$ cat config.mk
export PLATFORM = sky130hd
export DESIGN_NAME = msd_ctrl
export DESIGN_NICKNAME = d
export VERILOG_FILES = /design/src/design/msd_pkg.sv /design/src/design/msd_ctrl.sv
export SDC_FILE = /design/constraint.sdc
export NUM_CORES = 1
export LEC_CHECK = 0
export ABC_AREA = 1
export CAP_MARGIN = 5
export CORE_AREA = 10 10 47 49
export CTS_CLUSTER_DIAMETER = 30
export DETAILED_ROUTE_END_ITERATION = 6
export DIE_AREA = 0 0 57 59
export DONT_BUFFER_PORTS = 1
export PLACE_DENSITY = 0.39
export SYNTH_ARGS = -nofsm -noshare
export SYNTH_HDL_FRONTEND = slang
export SYNTH_SLANG_ARGS = --single-unit
$ cat constraint.sdc
create_clock -name clk -period 1.4 [get_ports clk]
set_input_delay 0.07 -clock clk [delete_from_list [all_inputs] [get_ports clk]]
set_output_delay 0.07 -clock clk [all_outputs]
set_load 0.02 [all_outputs]
$ cat src/design/msd_pkg.sv
// msd_pkg: shared widths, defaults and controller/datapath command and status types
// for the mean and standard deviation block; no dependencies
package msd_pkg;

	localparam int SAMPLE_W    = 16;
	localparam int STD_W       = 15;
	localparam int COUNT_W     = 11;
	localparam int MAX_SAMPLES = 1024;
	localparam int ROOT_IN_W   = 2 * SAMPLE_W;
	localparam int ROOT_W      = SAMPLE_W;

	// commands from the sequencer to the datapath
	typedef struct packed {
		logic take;       // store and sum the accepted sample
		logic div_mean;   // start dividing the sum by the count
		logic mean_load;  // capture the signed quotient as the mean
		logic pass_start; // rewind the read address, clear the square sum
		logic pass_rd;    // read one stored sample for the deviation pass
		logic div_var;    // start dividing the square sum by the count
		logic sqrt_start; // start the root of the variance
		logic out_load;   // load the result register, clear the run
	} cmd_t;

	// status from the datapath to the sequencer
	typedef struct packed {
		logic div_done;
		logic sqrt_done;
		logic rd_last;
		logic pipe_busy;
		logic out_blocked;
	} sts_t;

endpackage

$ cat src/design/msd_ctrl.sv
// msd_ctrl: sequencer for load, mean division, deviation pass, variance
// division, root and result hand-off; depends on msd_pkg
module msd_ctrl (
	input  logic          clk,
	input  logic          arst_n,
	input  logic          in_valid,
	input  logic          in_last,
	output logic          in_ready,
	output msd_pkg::cmd_t cmd,
	input  msd_pkg::sts_t sts
);

	localparam logic [2:0] S_LOAD  = 3'd0;
	localparam logic [2:0] S_START = 3'd1;
	localparam logic [2:0] S_DMEAN = 3'd2;
	localparam logic [2:0] S_PASS  = 3'd3;
	localparam logic [2:0] S_DRAIN = 3'd4;
	localparam logic [2:0] S_DVAR  = 3'd5;
	localparam logic [2:0] S_ROOT  = 3'd6;
	localparam logic [2:0] S_FIN   = 3'd7;

	logic [2:0] state_q;
	logic [2:0] state_d;

	always_comb begin
		cmd      = '0;
		state_d  = state_q;
		in_ready = 1'b0;
		case (state_q)
			S_LOAD: begin
				in_ready = 1'b1;
				cmd.take = in_valid;
				if (in_valid && in_last) begin
					state_d = S_START;
				end
			end
			S_START: begin
				cmd.div_mean = 1'b1;
				state_d      = S_DMEAN;
			end
			S_DMEAN: begin
				if (sts.div_done) begin
					cmd.mean_load  = 1'b1;
					cmd.pass_start = 1'b1;
					state_d        = S_PASS;
				end
			end
			S_PASS: begin
				cmd.pass_rd = 1'b1;
				if (sts.rd_last) begin
					state_d = S_DRAIN;
				end
			end
			S_DRAIN: begin
				if (!sts.pipe_busy) begin
					cmd.div_var = 1'b1;
					state_d     = S_DVAR;
				end
			end
			S_DVAR: begin
				if (sts.div_done) begin
					cmd.sqrt_start = 1'b1;
					state_d        = S_ROOT;
				end
			end
			S_ROOT: begin
				if (sts.sqrt_done) begin
					state_d = S_FIN;
				end
			end
			S_FIN: begin
				if (!sts.out_blocked) begin
					cmd.out_load = 1'b1;
					state_d      = S_LOAD;
				end
			end
			default: begin
				state_d = S_LOAD;
			end
		endcase
	end

	always_ff @(posedge clk or negedge arst_n) begin
		if (!arst_n) begin
			state_q <= S_LOAD;
		end else begin
			state_q <= state_d;
		end
	end

	a_last_leaves_load: assert property (@(posedge clk) disable iff (!arst_n)
		(in_valid && in_ready && in_last) |=> !in_ready && (state_q == S_START))
		else $error("last item did not start the final pass");

	a_pass_then_drain: assert property (@(posedge clk) disable iff (!arst_n)
		(cmd.pass_rd && sts.rd_last) |=> !cmd.pass_rd)
		else $error("deviation pass read past its last sample");

	a_one_start: assert property (@(posedge clk) disable iff (!arst_n)
		$countones({cmd.take, cmd.div_mean, cmd.div_var, cmd.sqrt_start, cmd.out_load}) <= 1)
		else $error("overlapping datapath commands");

endmodule

After elaboration in Yosys (flattened, before gate mapping):

Cells that the tools add are included.

* register bits: 3
* latch bits: 0
* bits in writable memories: 0
* memory bits (read-only): 0
* bits of input ports: 9
* output and inout port bits: 9
* memories kept: 0

* add/sub/neg operators: 0
* multiply operators: 0
* div/mod/pow operators: 0
* magnitude comparators: 0
* eq/ne operators: 14
* shifts and indexed selects: 0
* mux-type cells: 20
* bitwise logic cells: 0
* reductions and logical operators: 3

Operator list (count)
* $pmux W3 S8: 1
* $mux W3: 7
* $ne A2 B2 Y1 const B: 7
* $eq A3 B3 Y1 const B: 4
* $mux W1: 10
* $reduce_and A7 Y1: 1
* $eq A3 B2 Y1 const B: 2
* $mux W2: 2
* $eq A3 B1 Y1 const B: 1
* $logic_not A3 Y1: 1
* $logic_and A1 B1 Y1: 1

Longest topological paths before layout:

* word-level depth: 3
* mapped depth: 9
* gate-level depth less buffers: 8

Worst setup path before layout:

OpenSTA, ideal clock, no wires.

* path type: flip-flop to output port
* start: register state_q[2]
* end: output port cmd[5] in the netlist's numbering
* arrival time: 1.191 ns
* required time: 1.330 ns
* path slack: 0.139 ns
* stages on the path, launching flop included: 6
* cell sequence: dfrtp_1 > buf_4 > inv_4 > nand3_1 > nor2_1 > buf_4

RTL lines
* start, declared: RTL line msd_ctrl.sv:22 `logic [2:0] state_q;`
* start signal, assigned: RTL line msd_ctrl.sv:87 `state_q <= state_d;`
* end, declared: RTL line msd_ctrl.sv:9 `output msd_pkg::cmd_t cmd,`

==> out/qor.yml <==
outcome:
  outcome: "completed"
place:
  place_hpwl_um: 683
  placed_area_um2: 333
  gp_congestion: 0.729
  dp_slack_ns: 0.0425
  port_buffers: 0
sta:
  finalMaxSlewViolations: 0
  setup_violations: 0
  worst_slack_ns: 0.136
  rsz0062_at_grt: "no"
  fmax_mhz: 791
  slew_headroom_pct: 73.6
  setup_tns_ns: 0
  holdWs_ns: 0.0929
  hold_viol: 0
  tightestPinTransition_ns: 0.394
  fin_crit_sh_pct: 90.3
  fin_skew_ns: 0.00240
  fin_crit_ns: 1.26
synth:
  synth_seq_cells: 3
  syn_inst: 52
  synth_area_per_cell_um2: 5.87
  syn_nets: 61
  netlist_area_um2: 305
  ys_types: 14
  yosysSeqAreaShare_pct: 24.6
  yosys_warnings: 0
routing:
  wl_um: 813
  drcViolationCount: 0
  routed_via_density: 4.42
  dr_total_vias: 327
  drtPass1Iterations: 2
  wl_per_cell_um: 11.0
  drt.antenna.violating_nets: 0
  dr.first_iter.drc_count: 1
grt:
  grt_antenna_before_repair: 0
  grt_max_degree: 10
  gr-total-overflow: 0
  grt_pass1_vias: 312
  grt_pass1_wl_mm: 1.37
  grt_usage_pct: 5.24
power_and_ir_drop:
  seqPwrFrac_pct: 25.0
  p_switching_mw: 0.520
  clockPowerShare_pct: 15.1
  pwr-share-comb_pct: 59.9
  power_mw: 0.974
  p_per_area_nw_per_um2: 2600
  irDropWorstVdd_uv: 574
  leakage_nw: 0.204
  power.internal_mw: 0.454
  power.share.switching_pct: 53.4
final_layout:
  final_area_um2: 375
  nets: 68
  drive_gt1_share_pct: 27.6
  top_register: "state_q"
  reg.largest.list: "state_q (3)"
  final_cell_mix: "16 x nand2_1, 7 x nor2_1, 6 x inv_1, 6 x nand3_1, 4 x buf_4"
  largest_register_ffs: 3
  n_antenna_cell: 0
  layout_commonest_cell: "nand2_1"
  synthToLayoutAreaGrowth_pct: 23.0
hold_path:
  hold_class: "input pin to asynchronous set/reset pin"
floorplan:
  core-area_um2: 1400
  start_util_pct: 21.8
  die_x_um: 57
  dieArea_um2: 3360
  io_pins: 18
  fp-row-count: 14
  die_y_um: 59
clock_tree:
  path_clk_slew_ns: 0.04
  cts_tree: "yes"
  cts_buffer_depth: 2
  htree_num_levels: 1
  clk_latency_ns: 0.23
  cts_buffers: 3
  postCtsSetupRepairBufs: 0
  cts.sinks: 3
  root_buffer: "clkbuf_4"
worst_setup_path:
  path_max_fanout: 9
  worstSetupPathType: "flop to primary output"
  start_kind: "flop"
  critPathRequiredTime_ns: 1.33
  end_kind: "primary output"
  arrival_ns: 1.19
flow_run:
  cap_violations: 0
[synthesized netlist by cell type (all sizes together)]
master	instances	area share, %
a21oi	1	2.9
and3	1	2.1
buf	3	7.4
dfrtp	3	25
inv	7	9.4
nand2	17	22
nand3	6	9.8
nand4	1	2.1
nor2	10	14
nor3	2	3.3
xor2	1	2.9
[layer usage]
layer | wire [µm] | vias to the layer above | part of all wire [%] | track usage [%]
met5 | 0 | - | 0 | 0
met4 | 19 | 0 | 2.3 | 5.03
met3 | 51 | 2 | 6.3 | 3.43
met2 | 375 | 10 | 46 | 7.13
met1 | 366 | 142 | 45 | 5.26
li1 | - | 173 | - | -
[power by group through the flow]
stage          sequential [mW]  combinational [mW]  clock (mW)
2_1_floorplan            0.160               0.561           0
3_3_place_gp             0.243               0.591           0
3_5_place_dp             0.237               0.588           0
4_1_cts                  0.236               0.596       0.156
5_1_grt                  0.254               0.661       0.164
6_report                 0.244               0.583       0.147
[path summary, 6_finish.rpt]
kind                            startpoint    endpoint  slack [ns]  cells past startpoint
worst max-delay path            state_q[0]      cmd[2]        0.14                      3
max in group asynchronous           arst_n  state_q[1]        1.15                      1
worst max register to register  state_q[2]  state_q[0]        0.15                      7
min in group clk                    sts[4]  state_q[2]        0.18                      4
worst min register to register  state_q[1]  state_q[1]        0.56                      2
worst min-delay path                arst_n  state_q[0]        0.09                      1
[final cells by class]
type / count / area, µm²
Clock buffer: 4 / 26.3
Fill cell: 176 / 1030
Inverter: 7 / 28.8
Multi-Input combinational cell: 39 / 181
Sequential cell: 3 / 78.8
Tap cell: 16 / 20.0
Timing Repair Buffer: 5 / 40.0
[critical path, cell delays in order, from the launching register on]
cell and delay [ns]:
dfrtp_2 0.46, nor2_1 0.18, nand2_1 0.10, nor2_2 0.22
[kinds of logic (layout without fill, tap and decap cells)]
group | count (synthesis) | count (layout) | share of synthesized area (%)
AOI/OAI and AO/OA | 1 | 1 | 2.87
xor gates and xnor gates | 1 | 1 | 2.87
buffers and inverters | 10 | 16 | 16.8
DFF | 3 | 3 | 24.6
and+or+nand+nor | 37 | 37 | 52.9
[timing repair]
action | CTS | global route
endpoints found under the setup margin | 1 | 7
gates resized for setup | 1 | 3
hold endpoints to repair | 3 | 0
hold buffers | 1 | 0
[metrics by stage]
stage          utilization, %  instances
2_1_floorplan               -         52
6_report                 26.8         74
5_1_grt                  26.8         74
4_1_cts                  26.5         74
3_5_place_dp             23.8         69
3_3_place_gp             23.8         69
(Power assumes the default switching activity.)
